### config.mk
export PLATFORM = sky130hd
export DESIGN_NAME = sha1_byte_stream_hasher_flat
export DESIGN_NICKNAME = d
export VERILOG_FILES = /design/src/sha1h_pkg.sv /design/src/sha1h_if.sv /design/src/sha1h_ctrl.sv /design/src/sha1h_datapath.sv /design/src/sha1_byte_stream_hasher.sv /design/src/flat_wrapper.sv
export SDC_FILE = /design/constraint.sdc
export NUM_CORES = 2
export LEC_CHECK = 0
export BUFFER_PORTS_ARGS = -buffer_cell sky130_fd_sc_hd__buf_2
export CELL_PAD_IN_SITES_DETAIL_PLACEMENT = 2
export CELL_PAD_IN_SITES_GLOBAL_PLACEMENT = 2
export CORE_UTILIZATION = 37
export DETAILED_ROUTE_END_ITERATION = 8
export PLACE_DENSITY = 0.77
export SKIP_CTS_REPAIR_TIMING = 1
export SLEW_MARGIN = 5
export SYNTH_ARGS = -nofsm -noshare
export SYNTH_HDL_FRONTEND = slang
export SYNTH_SLANG_ARGS = --single-unit
### constraint.sdc
create_clock -name clk -period 8.7 [get_ports clk]
set_clock_uncertainty 0.05 [all_clocks]
set_input_delay 0.87 -clock clk [delete_from_list [all_inputs] [get_ports clk]]
set_output_delay 0.87 -clock clk [all_outputs]
set_load 0.01 [all_outputs]
### src/sha1h_pkg.sv
// sha1h_pkg: shared types, constants and round functions of the SHA-1 hasher.
// Used by the controller, the datapath, the top level and the checker.
// No dependencies.
`default_nettype none

package sha1h_pkg;

    // Command codes on the request channel
    localparam logic [1:0] CMD_ABSORB  = 2'd0;
    localparam logic [1:0] CMD_READ    = 2'd1;
    localparam logic [1:0] CMD_RESTART = 2'd2;

    // Standard initial chaining values
    localparam logic [31:0] H0_INIT = 32'h67452301;
    localparam logic [31:0] H1_INIT = 32'hEFCDAB89;
    localparam logic [31:0] H2_INIT = 32'h98BADCFE;
    localparam logic [31:0] H3_INIT = 32'h10325476;
    localparam logic [31:0] H4_INIT = 32'hC3D2E1F0;

    // Round constants
    localparam logic [31:0] K_R0 = 32'h5A827999;
    localparam logic [31:0] K_R1 = 32'h6ED9EBA1;
    localparam logic [31:0] K_R2 = 32'h8F1BBCDC;
    localparam logic [31:0] K_R3 = 32'hCA62C1D6;

    localparam logic [7:0] PAD_BYTE   = 8'h80;
    localparam logic [6:0] LAST_ROUND = 7'd79;
    localparam logic [5:0] LAST_POS   = 6'd63;
    localparam logic [5:0] LEN_POS    = 6'd56;

    typedef enum logic [3:0] {
        ST_IDLE,
        ST_PAD80,
        ST_PADZ,
        ST_PADLEN,
        ST_LOADW,
        ST_ROUND,
        ST_ADD,
        ST_RESP
    } sha1h_state_t;

    // Source of the byte shifted into the block window
    typedef enum logic [1:0] {
        SEL_DATA,
        SEL_PAD,
        SEL_ZERO,
        SEL_LEN
    } sha1h_byte_sel_t;

    typedef struct packed {
        logic            shift_en;
        sha1h_byte_sel_t byte_sel;
        logic            count_en;
        logic            set_broken;
        logic            set_finished;
        logic            restart;
        logic            load_work;
        logic            round_en;
        logic            add_chain;
        logic            load_out;
    } sha1h_cmd_t;

    typedef struct packed {
        logic block_full;
        logic at_len;
        logic finished;
        logic broken;
        logic round_last;
        logic out_free;
    } sha1h_status_t;

    function automatic logic [31:0] sha1h_f(input logic [6:0] rnd, input logic [31:0] b,
                                            input logic [31:0] c, input logic [31:0] d);
        logic [31:0] res;
        if (rnd < 7'd20)
        begin
            res = (b & c) | (~b & d);
        end
        else if (rnd < 7'd40)
        begin
            res = b ^ c ^ d;
        end
        else if (rnd < 7'd60)
        begin
            res = (b & c) | (b & d) | (c & d);
        end
        else
        begin
            res = b ^ c ^ d;
        end
        return res;
    endfunction

    function automatic logic [31:0] sha1h_k(input logic [6:0] rnd);
        logic [31:0] res;
        if (rnd < 7'd20)
        begin
            res = K_R0;
        end
        else if (rnd < 7'd40)
        begin
            res = K_R1;
        end
        else if (rnd < 7'd60)
        begin
            res = K_R2;
        end
        else
        begin
            res = K_R3;
        end
        return res;
    endfunction

endpackage

`default_nettype wire

### src/sha1h_if.sv
// sha1h_if: valid/ready channel interfaces for the hasher's request and response words.
// Depends on nothing; field widths are fixed.
`default_nettype none

interface sha1h_req_if;
    logic       valid;
    logic       ready;
    logic [1:0] cmd;
    logic [7:0] data_byte;

    modport source (output valid, output cmd, output data_byte, input ready);
    modport sink   (input valid, input cmd, input data_byte, output ready);
endinterface

interface sha1h_rsp_if;
    logic        valid;
    logic        ready;
    logic [31:0] digest_a;
    logic [31:0] digest_b;
    logic [31:0] digest_c;
    logic [31:0] digest_d;
    logic [31:0] digest_e;
    logic        ok;

    modport source (output valid, output digest_a, output digest_b, output digest_c,
                    output digest_d, output digest_e, output ok, input ready);
    modport sink   (input valid, input digest_a, input digest_b, input digest_c,
                    input digest_d, input digest_e, input ok, output ready);
endinterface

`default_nettype wire

### src/sha1h_ctrl.sv
// sha1h_ctrl: sequencing state machine of the SHA-1 hasher.
// Depends on sha1h_pkg; drives sha1h_datapath through sha1h_cmd_t.
`default_nettype none

module sha1h_ctrl
    import sha1h_pkg::*;
(
    input  wire logic          clk,
    input  wire logic          rst_n,
    input  wire logic          in_valid,
    input  wire logic [1:0]    in_cmd,
    output logic               in_ready,
    input  wire sha1h_status_t status,
    output sha1h_cmd_t         cmd
);

    sha1h_state_t state_reg, state_next;
    logic         fin_reg, fin_next;

    always_ff @(posedge clk or negedge rst_n)
    begin
        if (!rst_n)
        begin
            state_reg <= ST_IDLE;
            fin_reg   <= 1'b0;
        end
        else
        begin
            state_reg <= state_next;
            fin_reg   <= fin_next;
        end
    end

    // Next state
    always_comb
    begin
        state_next = state_reg;
        fin_next   = fin_reg;
        case (state_reg)
            ST_IDLE:
            begin
                if (in_valid)
                begin
                    case (in_cmd)
                        CMD_ABSORB:
                        begin
                            if (!status.finished && !status.broken && status.block_full)
                                state_next = ST_LOADW;
                        end
                        CMD_READ:
                        begin
                            if (status.broken || status.finished)
                            begin
                                state_next = ST_RESP;
                            end
                            else
                            begin
                                state_next = ST_PAD80;
                                fin_next   = 1'b1;
                            end
                        end
                        default:
                        begin
                            state_next = ST_IDLE;
                        end
                    endcase
                end
            end
            ST_PAD80:
            begin
                state_next = status.block_full ? ST_LOADW : ST_PADZ;
            end
            ST_PADZ:
            begin
                if (status.at_len)
                    state_next = ST_PADLEN;
                else if (status.block_full)
                    state_next = ST_LOADW;
            end
            ST_PADLEN:
            begin
                if (status.block_full)
                    state_next = ST_LOADW;
            end
            ST_LOADW:
            begin
                state_next = ST_ROUND;
            end
            ST_ROUND:
            begin
                if (status.round_last)
                    state_next = ST_ADD;
            end
            ST_ADD:
            begin
                if (status.finished)
                    state_next = ST_RESP;
                else if (fin_reg)
                    state_next = ST_PADZ;
                else
                    state_next = ST_IDLE;
            end
            ST_RESP:
            begin
                if (status.out_free)
                begin
                    state_next = ST_IDLE;
                    fin_next   = 1'b0;
                end
            end
            default:
            begin
                state_next = ST_IDLE;
            end
        endcase
    end

    // Outputs
    always_comb
    begin
        in_ready = (state_reg == ST_IDLE);
        cmd      = '0;
        cmd.byte_sel = SEL_DATA;
        case (state_reg)
            ST_IDLE:
            begin
                if (in_valid)
                begin
                    case (in_cmd)
                        CMD_ABSORB:
                        begin
                            if (status.finished || status.broken)
                            begin
                                cmd.set_broken = 1'b1;
                            end
                            else
                            begin
                                cmd.shift_en = 1'b1;
                                cmd.count_en = 1'b1;
                            end
                        end
                        CMD_RESTART:
                        begin
                            cmd.restart = 1'b1;
                        end
                        default:
                        begin
                            cmd.shift_en = 1'b0;
                        end
                    endcase
                end
            end
            ST_PAD80:
            begin
                cmd.shift_en = 1'b1;
                cmd.byte_sel = SEL_PAD;
            end
            ST_PADZ:
            begin
                cmd.shift_en = !status.at_len;
                cmd.byte_sel = SEL_ZERO;
            end
            ST_PADLEN:
            begin
                cmd.shift_en     = 1'b1;
                cmd.byte_sel     = SEL_LEN;
                cmd.set_finished = status.block_full;
            end
            ST_LOADW:
            begin
                cmd.load_work = 1'b1;
            end
            ST_ROUND:
            begin
                cmd.round_en = 1'b1;
            end
            ST_ADD:
            begin
                cmd.add_chain = 1'b1;
            end
            ST_RESP:
            begin
                cmd.load_out = status.out_free;
            end
            default:
            begin
                cmd.shift_en = 1'b0;
            end
        endcase
    end

endmodule

`default_nettype wire

### src/sha1h_datapath.sv
// sha1h_datapath: block window, message schedule, round unit, chaining words and
// response register of the SHA-1 hasher. Depends on sha1h_pkg.
`default_nettype none

module sha1h_datapath
    import sha1h_pkg::*;
(
    input  wire logic       clk,
    input  wire logic       rst_n,
    input  wire sha1h_cmd_t cmd,
    output sha1h_status_t   status,
    input  wire logic [7:0] data_byte,
    output logic            out_valid,
    input  wire logic       out_ready,
    output logic [31:0]     digest_a,
    output logic [31:0]     digest_b,
    output logic [31:0]     digest_c,
    output logic [31:0]     digest_d,
    output logic [31:0]     digest_e,
    output logic            ok
);

    // Block window: word 0 is the oldest, bytes enter at the bottom of word 15
    logic [31:0] w_reg [16];
    logic [31:0] w_next [16];
    logic [31:0] chain_reg [5];
    logic [31:0] chain_next [5];
    logic [31:0] a_reg, b_reg, c_reg, d_reg, e_reg;
    logic [31:0] a_next, b_next, c_next, d_next, e_next;
    logic [6:0]  round_reg, round_next;
    logic [5:0]  fill_reg, fill_next;
    logic [63:0] bitlen_reg, bitlen_next;
    logic        finished_reg, finished_next;
    logic        broken_reg, broken_next;
    logic        out_valid_reg, out_valid_next;
    logic [31:0] dig_reg [5];
    logic [31:0] dig_next [5];
    logic        ok_reg, ok_next;

    logic [7:0]  in_byte;
    logic [7:0]  len_byte;
    logic [2:0]  len_idx;
    logic [31:0] sched_word;
    logic [31:0] round_sum;
    logic [63:0] bitlen_inc;

    assign len_idx    = ~fill_reg[2:0];
    assign len_byte   = bitlen_reg[{len_idx, 3'b000} +: 8];
    assign sched_word = w_reg[13] ^ w_reg[8] ^ w_reg[2] ^ w_reg[0];
    assign round_sum  = {a_reg[26:0], a_reg[31:27]} + sha1h_f(round_reg, b_reg, c_reg, d_reg)
                      + e_reg + w_reg[0] + sha1h_k(round_reg);
    assign bitlen_inc = bitlen_reg + 64'd8;

    always_comb
    begin
        case (cmd.byte_sel)
            SEL_DATA: in_byte = data_byte;
            SEL_PAD:  in_byte = PAD_BYTE;
            SEL_LEN:  in_byte = len_byte;
            default:  in_byte = 8'h00;
        endcase
    end

    always_comb
    begin
        w_next        = w_reg;
        chain_next    = chain_reg;
        a_next        = a_reg;
        b_next        = b_reg;
        c_next        = c_reg;
        d_next        = d_reg;
        e_next        = e_reg;
        round_next    = round_reg;
        fill_next     = fill_reg;
        bitlen_next   = bitlen_reg;
        finished_next = finished_reg;
        broken_next   = broken_reg;
        dig_next      = dig_reg;
        ok_next       = ok_reg;
        out_valid_next = out_valid_reg && !out_ready;

        if (cmd.shift_en)
        begin
            for (int i = 0; i < 15; i++)
                w_next[i] = {w_reg[i][23:0], w_reg[i + 1][31:24]};
            w_next[15] = {w_reg[15][23:0], in_byte};
            fill_next  = fill_reg + 6'd1;
        end
        if (cmd.round_en)
        begin
            for (int i = 0; i < 15; i++)
                w_next[i] = w_reg[i + 1];
            w_next[15] = {sched_word[30:0], sched_word[31]};
            a_next     = round_sum;
            b_next     = a_reg;
            c_next     = {b_reg[1:0], b_reg[31:2]};
            d_next     = c_reg;
            e_next     = d_reg;
            round_next = round_reg + 7'd1;
        end
        if (cmd.count_en)
        begin
            bitlen_next = bitlen_inc;
            if (bitlen_inc == 64'd0)
                broken_next = 1'b1;
        end
        if (cmd.set_broken)
            broken_next = 1'b1;
        if (cmd.set_finished)
            finished_next = 1'b1;
        if (cmd.load_work)
        begin
            a_next     = chain_reg[0];
            b_next     = chain_reg[1];
            c_next     = chain_reg[2];
            d_next     = chain_reg[3];
            e_next     = chain_reg[4];
            round_next = '0;
        end
        if (cmd.add_chain)
        begin
            chain_next[0] = chain_reg[0] + a_reg;
            chain_next[1] = chain_reg[1] + b_reg;
            chain_next[2] = chain_reg[2] + c_reg;
            chain_next[3] = chain_reg[3] + d_reg;
            chain_next[4] = chain_reg[4] + e_reg;
        end
        if (cmd.restart)
        begin
            chain_next[0] = H0_INIT;
            chain_next[1] = H1_INIT;
            chain_next[2] = H2_INIT;
            chain_next[3] = H3_INIT;
            chain_next[4] = H4_INIT;
            fill_next     = '0;
            bitlen_next   = '0;
            finished_next = 1'b0;
            broken_next   = 1'b0;
        end
        if (cmd.load_out)
        begin
            for (int i = 0; i < 5; i++)
                dig_next[i] = broken_reg ? 32'd0 : chain_reg[i];
            ok_next        = !broken_reg;
            out_valid_next = 1'b1;
        end
    end

    always_ff @(posedge clk or negedge rst_n)
    begin
        if (!rst_n)
        begin
            chain_reg[0]  <= H0_INIT;
            chain_reg[1]  <= H1_INIT;
            chain_reg[2]  <= H2_INIT;
            chain_reg[3]  <= H3_INIT;
            chain_reg[4]  <= H4_INIT;
            fill_reg      <= '0;
            bitlen_reg    <= '0;
            finished_reg  <= 1'b0;
            broken_reg    <= 1'b0;
            out_valid_reg <= 1'b0;
            round_reg     <= '0;
        end
        else
        begin
            chain_reg     <= chain_next;
            fill_reg      <= fill_next;
            bitlen_reg    <= bitlen_next;
            finished_reg  <= finished_next;
            broken_reg    <= broken_next;
            out_valid_reg <= out_valid_next;
            round_reg     <= round_next;
        end
    end

    always_ff @(posedge clk)
    begin
        w_reg   <= w_next;
        a_reg   <= a_next;
        b_reg   <= b_next;
        c_reg   <= c_next;
        d_reg   <= d_next;
        e_reg   <= e_next;
        dig_reg <= dig_next;
        ok_reg  <= ok_next;
    end

    assign status.block_full = (fill_reg == LAST_POS);
    assign status.at_len     = (fill_reg == LEN_POS);
    assign status.finished   = finished_reg;
    assign status.broken     = broken_reg;
    assign status.round_last = (round_reg == LAST_ROUND);
    assign status.out_free   = !out_valid_reg || out_ready;

    assign out_valid = out_valid_reg;
    assign digest_a  = dig_reg[0];
    assign digest_b  = dig_reg[1];
    assign digest_c  = dig_reg[2];
    assign digest_d  = dig_reg[3];
    assign digest_e  = dig_reg[4];
    assign ok        = ok_reg;

endmodule

`default_nettype wire

### src/sha1_byte_stream_hasher.sv
// SHA-1 byte-stream hasher. Each request word carries a command: absorb one message
// byte, read the digest, or restart. Bytes are absorbed one per cycle while the hasher
// is ready; the byte that completes a 64-byte block starts its compression (load, 80
// compression rounds at one round per cycle, chain update), during which no word is
// taken. The first read finalizes: padding bytes enter one per cycle (64 - n bytes
// when n bytes of the block are filled and n < 56, else 128 - n), with a pause in
// which no byte enters where the length field starts; each padded block (one or two)
// is compressed and the response register is loaded. Later reads give the same digest.
// A byte after finalization, or a wrap of the 64-bit bit count, sets a sticky error;
// reads then return ok = 0 with zero words until restart.
// Command code 3 is taken and ignored. Absorb and restart words keep flowing while a
// response waits in the output register; a read waits in the controller until the
// output register is free. Depends on sha1h_pkg, sha1h_if, sha1h_ctrl, sha1h_datapath.
`default_nettype none

module sha1_byte_stream_hasher
    import sha1h_pkg::*;
(
    input  wire logic  clk,
    input  wire logic  rst_n,
    sha1h_req_if.sink  req,
    sha1h_rsp_if.source rsp
);

    sha1h_cmd_t    dp_cmd;
    sha1h_status_t dp_status;
    logic          req_ready;

    // Controller: decodes accepted words and sequences padding and compression
    sha1h_ctrl u_ctrl (
        .clk      (clk),
        .rst_n    (rst_n),
        .in_valid (req.valid),
        .in_cmd   (req.cmd),
        .in_ready (req_ready),
        .status   (dp_status),
        .cmd      (dp_cmd)
    );

    assign req.ready = req_ready;

    // Datapath: block window, rounds, chaining words, response register
    sha1h_datapath u_datapath (
        .clk       (clk),
        .rst_n     (rst_n),
        .cmd       (dp_cmd),
        .status    (dp_status),
        .data_byte (req.data_byte),
        .out_valid (rsp.valid),
        .out_ready (rsp.ready),
        .digest_a  (rsp.digest_a),
        .digest_b  (rsp.digest_b),
        .digest_c  (rsp.digest_c),
        .digest_d  (rsp.digest_d),
        .digest_e  (rsp.digest_e),
        .ok        (rsp.ok)
    );

endmodule

`default_nettype wire

### src/flat_wrapper.sv
// flat-port wrapper written by rule: the top's interface ports become plain ports
module sha1_byte_stream_hasher_flat import sha1h_pkg::*;
  (clk, rst_n, req_valid, req_cmd, req_data_byte, req_ready, rsp_valid, rsp_digest_a, rsp_digest_b, rsp_digest_c, rsp_digest_d, rsp_digest_e, rsp_ok, rsp_ready);
  sha1h_req_if req_i ();
  sha1h_rsp_if rsp_i ();
  input  wire logic clk;
  input  wire logic rst_n;
  input wire logic [$bits(req_i.valid)-1:0] req_valid;
  input wire logic [$bits(req_i.cmd)-1:0] req_cmd;
  input wire logic [$bits(req_i.data_byte)-1:0] req_data_byte;
  output wire logic [$bits(req_i.ready)-1:0] req_ready;
  output wire logic [$bits(rsp_i.valid)-1:0] rsp_valid;
  output wire logic [$bits(rsp_i.digest_a)-1:0] rsp_digest_a;
  output wire logic [$bits(rsp_i.digest_b)-1:0] rsp_digest_b;
  output wire logic [$bits(rsp_i.digest_c)-1:0] rsp_digest_c;
  output wire logic [$bits(rsp_i.digest_d)-1:0] rsp_digest_d;
  output wire logic [$bits(rsp_i.digest_e)-1:0] rsp_digest_e;
  output wire logic [$bits(rsp_i.ok)-1:0] rsp_ok;
  input wire logic [$bits(rsp_i.ready)-1:0] rsp_ready;
  assign req_i.valid = req_valid;
  assign req_i.cmd = req_cmd;
  assign req_i.data_byte = req_data_byte;
  assign req_ready = req_i.ready;
  assign rsp_valid = rsp_i.valid;
  assign rsp_digest_a = rsp_i.digest_a;
  assign rsp_digest_b = rsp_i.digest_b;
  assign rsp_digest_c = rsp_i.digest_c;
  assign rsp_digest_d = rsp_i.digest_d;
  assign rsp_digest_e = rsp_i.digest_e;
  assign rsp_ok = rsp_i.ok;
  assign rsp_i.ready = rsp_ready;
  sha1_byte_stream_hasher u_core (.clk(clk), .rst_n(rst_n), .req(req_i), .rsp(rsp_i));
endmodule
After elaboration in Yosys (flattened, before gate mapping)
Index checks and enable logic that the tools add are counted.

$add $sub $neg: 12. Multiplexer cells: 68. Magnitude comparators: 3. Reductions and logical operators: 27. Bitwise gates (word level): 14. Equal/unequal tests: 20. Shift operators: 1.

Operators by type and width (number): 2-to-1 mux 512 bit (2); 2-to-1 mux 32 bit (15); 2-to-1 mux 160 bit (2); adder 32 bit (9); XOR 32 bit (5); bitwise AND 32 bit (4); 2-to-1 mux 64 bit (2); bitwise OR 32 bit (3); adder 64 x 4 -> 64 bit (second input constant) (1); logical NOT 64 bit (1); variable part select 64 x 7 -> 8 bit (1); NOT 32 bit (1); case mux 4 bit (8 select lines) (1); 2-to-1 mux 31 bit (1); 2-to-1 mux 4 bit (6); case mux 8 bit (3 select lines) (1); 2-to-1 mux 1 bit (23); == test 4 x 3 -> 1 bit (second input constant) (4); < comparator 7 x 6 -> 1 bit (second input constant) (2); 2-to-1 mux 7 bit (2); nonzero test 2 bit (7); == test 6 bit (second input constant) (2); 2-to-1 mux 6 bit (2); 2-to-1 mux 3 bit (3); other kinds (27) (45).

Output and inout bits: 163. Word-level logic and storage cells: 185. Input bits: 14. Register bits: 1078.

Logic depth before layout (Yosys ltp)
Depth after elaboration: 12. Mapped depth: 24. Mapped depth without buffers: 23.

Modules after synthesis
From an unflattened synthesis, not the netlist that was laid out.

Cell total of the unflattened synthesis: 4866. Area, all modules: 59590.9 um2.

By module, submodules not included: sha1h_datapath (seq. area each 31044.8 um2, area each 59069.2 um2, times used 1, cells an instance 4799); sha1h_ctrl (seq. area each 125.1 um2, area each 521.8 um2, times used 1, cells an instance 67).

Least setup slack after synthesis
OpenSTA, ideal clock, no wires.

Kind: input port to flip-flop. Start point: input rsp_ready. End point: register u_core.u_ctrl.fin_reg. Data arrival time: 8.750 ns. Path slack: -0.221 ns. Buffers on the path: 0. Data required time: 8.529 ns. Stages: 3. Library setup time: 0.121 ns. Path through: nand2b_1 nor2b_1 o21ba_2.

Word-level cells in the longest chain between the ends: 3.

RTL lines: start: declaration (line flat_wrapper.sv:19) `input wire logic [$bits(rsp_i.ready)-1:0] rsp_ready;`; logical OR 1 bit (line sha1h_datapath.sv:194) `assign status.out_free = !out_valid_reg || out_ready;`; != test 2 bit (no line); AND reduction 5 bit (no line); end signal: assignment (line sha1h_ctrl.sv:30) `fin_reg <= fin_next;`; end: declaration (line sha1h_ctrl.sv:18) `logic fin_reg, fin_next;`.

No other way between the ends. A chain may end at the register's enable or synchronous reset.

Worst setup path in the final report
Start point: register u_core.u_datapath.round_reg[2]. End point: register u_core.u_datapath.a_reg[29] (data pin).

Word-level cells in the longest chain between the ends: 10. Elaborated cells on any way between the ends: 15. Classes of those cells: 4 x add/sub; 3 x order compare; 8 x mux.

RTL lines: start: declaration (line sha1h_datapath.sv:30) `logic [6:0] round_reg, round_next;`; start signal: assignment (line sha1h_datapath.sv:173) `round_reg <= round_next;`; < comparator 7 x 6 -> 1 bit (line sha1h_pkg.sv:83, sha1h_pkg.sv:104); 2-to-1 mux 32 bit (line sha1h_pkg.sv:83) `else if (rnd < 7'd60)`; 2-to-1 mux 32 bit (line sha1h_pkg.sv:79) `else if (rnd < 7'd40)`; 2-to-1 mux 32 bit (line sha1h_pkg.sv:75) `if (rnd < 7'd20)`; adder 32 bit (line sha1h_datapath.sv:50) `assign round_sum = {a_reg[26:0], a_reg[31:27]} + sha1h_f(round_reg, b_reg, c_reg, d_reg)`; adder 32 bit (2 in series) (line sha1h_datapath.sv:51) `+ e_reg + w_reg[0] + sha1h_k(round_reg);`; adder 32 bit * (line sha1h_datapath.sv:51); 2-to-1 mux 32 bit * (line sha1h_datapath.sv:89) `if (cmd.round_en)`; 2-to-1 mux 32 bit * (line sha1h_datapath.sv:111) `if (cmd.load_work)`; named net u_core.u_datapath.a_next[29] (line sha1h_datapath.sv:29) `logic [31:0] a_next, b_next, c_next, d_next, e_next;`; end signal: assignment (line sha1h_datapath.sv:180) `a_reg <= a_next;`; end: declaration (line sha1h_datapath.sv:28) `logic [31:0] a_reg, b_reg, c_reg, d_reg, e_reg;`.

Mark *: on every way through the listed nets, which the timed path passes. The rest lies on a longest branch. The select of a mux whose other input is x is not followed.

==> impl_metrics.toml <==
[global_route]
grt-ovfl-total = 0
grt_start_max_net_pins = 206
track_usage_pct = 25.5
grt_pass1_wl_um = 317000
grt_pass1_vias = 51000
antenna_found_initial = 5

[timing]
rsz0062_at_grt = "no"
max_freq_ghz = 0.150
fin_crit_ps = 6640
worst_slew_pin_slew_ps = 1110
finalSetupTns_ps = 0
period_share_pct = 76.4
relSlewSlack_pct = 25.8
hold_viol_final = 0
drv_slew = 0
setup_violations = 0

[critical_path]
crit_required_ps = 9160
crit_fanout = 21
crit_type = "register to register"
reg2regPathDepth = 24
end_kind = "register"
cp-start-kind = "register"
arrival_ps = 7110

[floorplanning]
dieWidth_um = 405
rows = 147
die_h_um = 405
io_pins = 177
core-area_mm2 = 0.161
start_util_pct = 37.4
die_area_mm2 = 0.164

[place]
dpl_cell_area_mm2 = 0.0630
port-buffer-count = 176
place.gp.congestion = 0.914
place_hpwl_um = 149000

[final_layout]
syn2layout_area_growth_pct = 12.1
final_cell_area_mm2 = 0.0674
layout-drive-gt1-share_pct = 9.02
largest_register_ffs = 512
final_nets = 6588
fill_cells = 17100

[synthesis]
avgSynthCellArea_um2 = 9.72
yosysSeqAreaShare_pct = 51.8
synth_area_mm2 = 0.0601
synth_seq_cells = 1075
yosys-top-cells-count = "nand2_1 (2003), edfxtp_1 (833), o21ai_0 (331)"
async_reset_ff_share_pct = 22.5
synth_flop_cell = "edfxtp_1"
syn-num-nets = 6524
synth_edf_count = 833
synth_top_area_cell = "edfxtp_1"
synth_area_leaders = "edfxtp_1 (42%), nand2_1 (13%), dfrtp_1 (6.7%), fa_1 (4.2%), ha_1 (4.1%)"
yosysWarnings = 0
syn-instance-count = 6188
synth_top_area_share_pct = 41.6
yosysMostFrequentCell = "nand2_1"
yosysUniqueCellTypes = 100

[pwr]
power_density_mw_per_mm2 = 222
ir_drop_v = 0.000207
p_leak_nw = 27.7

[route]
vias = 46800
wire_per_inst_um = 24.6
drt_iter0_markers = 2682
drc = 0
viasPerCell = 5.49
drtPass1Iterations = 5
wl_um = 209000
ant_nets = 0

[run]
maxCapViolCount = 0

[clocking]
clkTransAtPathRegs_ps = 60
cts_buffers = 134
cts_tree = "built"
htreeDepth = 4
clock_latency_ps = 800
clk_path_buf_depth = 3
cts_root_buffer = "clkbuf_16"
cts.sinks = 1075

[hold_path]
hold_class = "input port to async pin"

[outcome]
status = "complete, no violations"
-- per-stage QoR --
stage	utilization (%)	power, mW	hold slack [ps]	instances	setup WS (ps)
finish	41.9	15.0	31.7	8523	2060
detailed placement	39.1	9.33	451	8276	2250
floorplan	-	8.36	418	6188	2500
global route	41.9	15.6	69.0	8522	1730
global placement	39.1	9.18	440	8276	2460
CTS	41.9	15.1	39.7	8522	2170
-- final cells by class --
cell class	count	area, um2	share of cell area, %
Clock inverter	72	788	1.17
Inverter	275	1040	1.54
Tap cell	2160	2700	4.01
Timing Repair Buffer	221	1330	1.97
Sequential cell	1075	31200	46.2
Clock buffer	174	3630	5.38
Multi-Input combinational cell	4545	26800	39.7
Antenna cell	1	2.50	0.00371
-- power breakdown --
part	leakage, nW	internal (mW)	switching, mW
clock	2.14	3.30	2.40
sequential	10.6	6.05	0.439
combinational	15.0	1.05	1.72
-- logic make-up after synthesis --
logic type | share of synthesized area [%]
buffers and inverters | 3.78
other | 0.00624
adder cells (fa/ha/maj) | 8.26
AO/OA/AOI/OAI | 10.7
XOR/XNOR | 3.80
multiplexers | 1.43
AND/OR/NAND/NOR | 20.1
flip-flops | 51.8
-- critical path, stage by stage, from the launching register on --
cell and delay (ps):
dfrtp_1 440, a41oi_1 250, buf_4 220, nand2_1 70
buf_4 220, inv_1 110, nor2_1 50, buf_4 220
a221oi_1 370, fa_1 480, fa_1 510, inv_1 40
ha_1 180, inv_1 90, fa_1 220, nor2b_1 60
o21ai_0 260, a21boi_0 230, o31a_1 330, a21oi_1 430
a21oi_1 200, o211ai_1 430, a21oi_1 230, a2111oi_0 540
a211oi_1 100
-- cell usage in the layout, fill, tap and decap left out, types with 79 or more instances in the layout --
| cell | Yosys | final |
|---|---|---|
| dfrtp_1 | 162 | 161 |
| nor2_1 | 282 | 278 |
| xor2_1 | 79 | 79 |
| clkbuf_16 | 0 | 137 |
| nor2b_1 | 175 | 174 |
| buf_2 | 12 | 175 |
| nand2_1 | 2003 | 1999 |
| o21ai_0 | 331 | 331 |
| nand3_1 | 108 | 108 |
| edfxtp_1 | 833 | 833 |
| fa_1 | 125 | 125 |
| xnor2_1 | 180 | 180 |
| a21oi_1 | 260 | 260 |
| ha_1 | 197 | 197 |
| dfstp_2 | 80 | 80 |
| a21o_1 | 93 | 93 |
| inv_1 | 275 | 274 |
-- final timing paths --
| kind | start | to | slack [ps] |
|---|---|---|---|
| hold reg to reg | u_core.u_ctrl.fin_reg | u_core.u_ctrl.fin_reg | 460 |
| hold / removal | rst_n | u_core.u_datapath.chain_reg[45] | 30 |
| setup reg to reg | u_core.u_datapath.round_reg[2] | u_core.u_datapath.a_reg[29] | 2060 |
| setup / recovery | u_core.u_datapath.round_reg[2] | u_core.u_datapath.a_reg[29] | 2060 |
| max in group asynchronous | rst_n | u_core.u_datapath.broken_reg | 7090 |
| min in group clk | req_data_byte[4] | u_core.u_datapath.w_reg[4] | 390 |
-- per-layer routing --
layer | part of all wire (%) | up-vias | wire length, um | track usage, %
met1 | 41 | 24200 | 86100 | 30.7
met4 | 5.4 | 2 | 11300 | 12.9
met2 | 50 | 863 | 105000 | 44.5
met3 | 3.2 | 401 | 6780 | 3.25
li1 | - | 21300 | - | -
met5 | 0.0086 | - | 18 | 0
No activity file was read; power rests on OpenSTA's default activity.
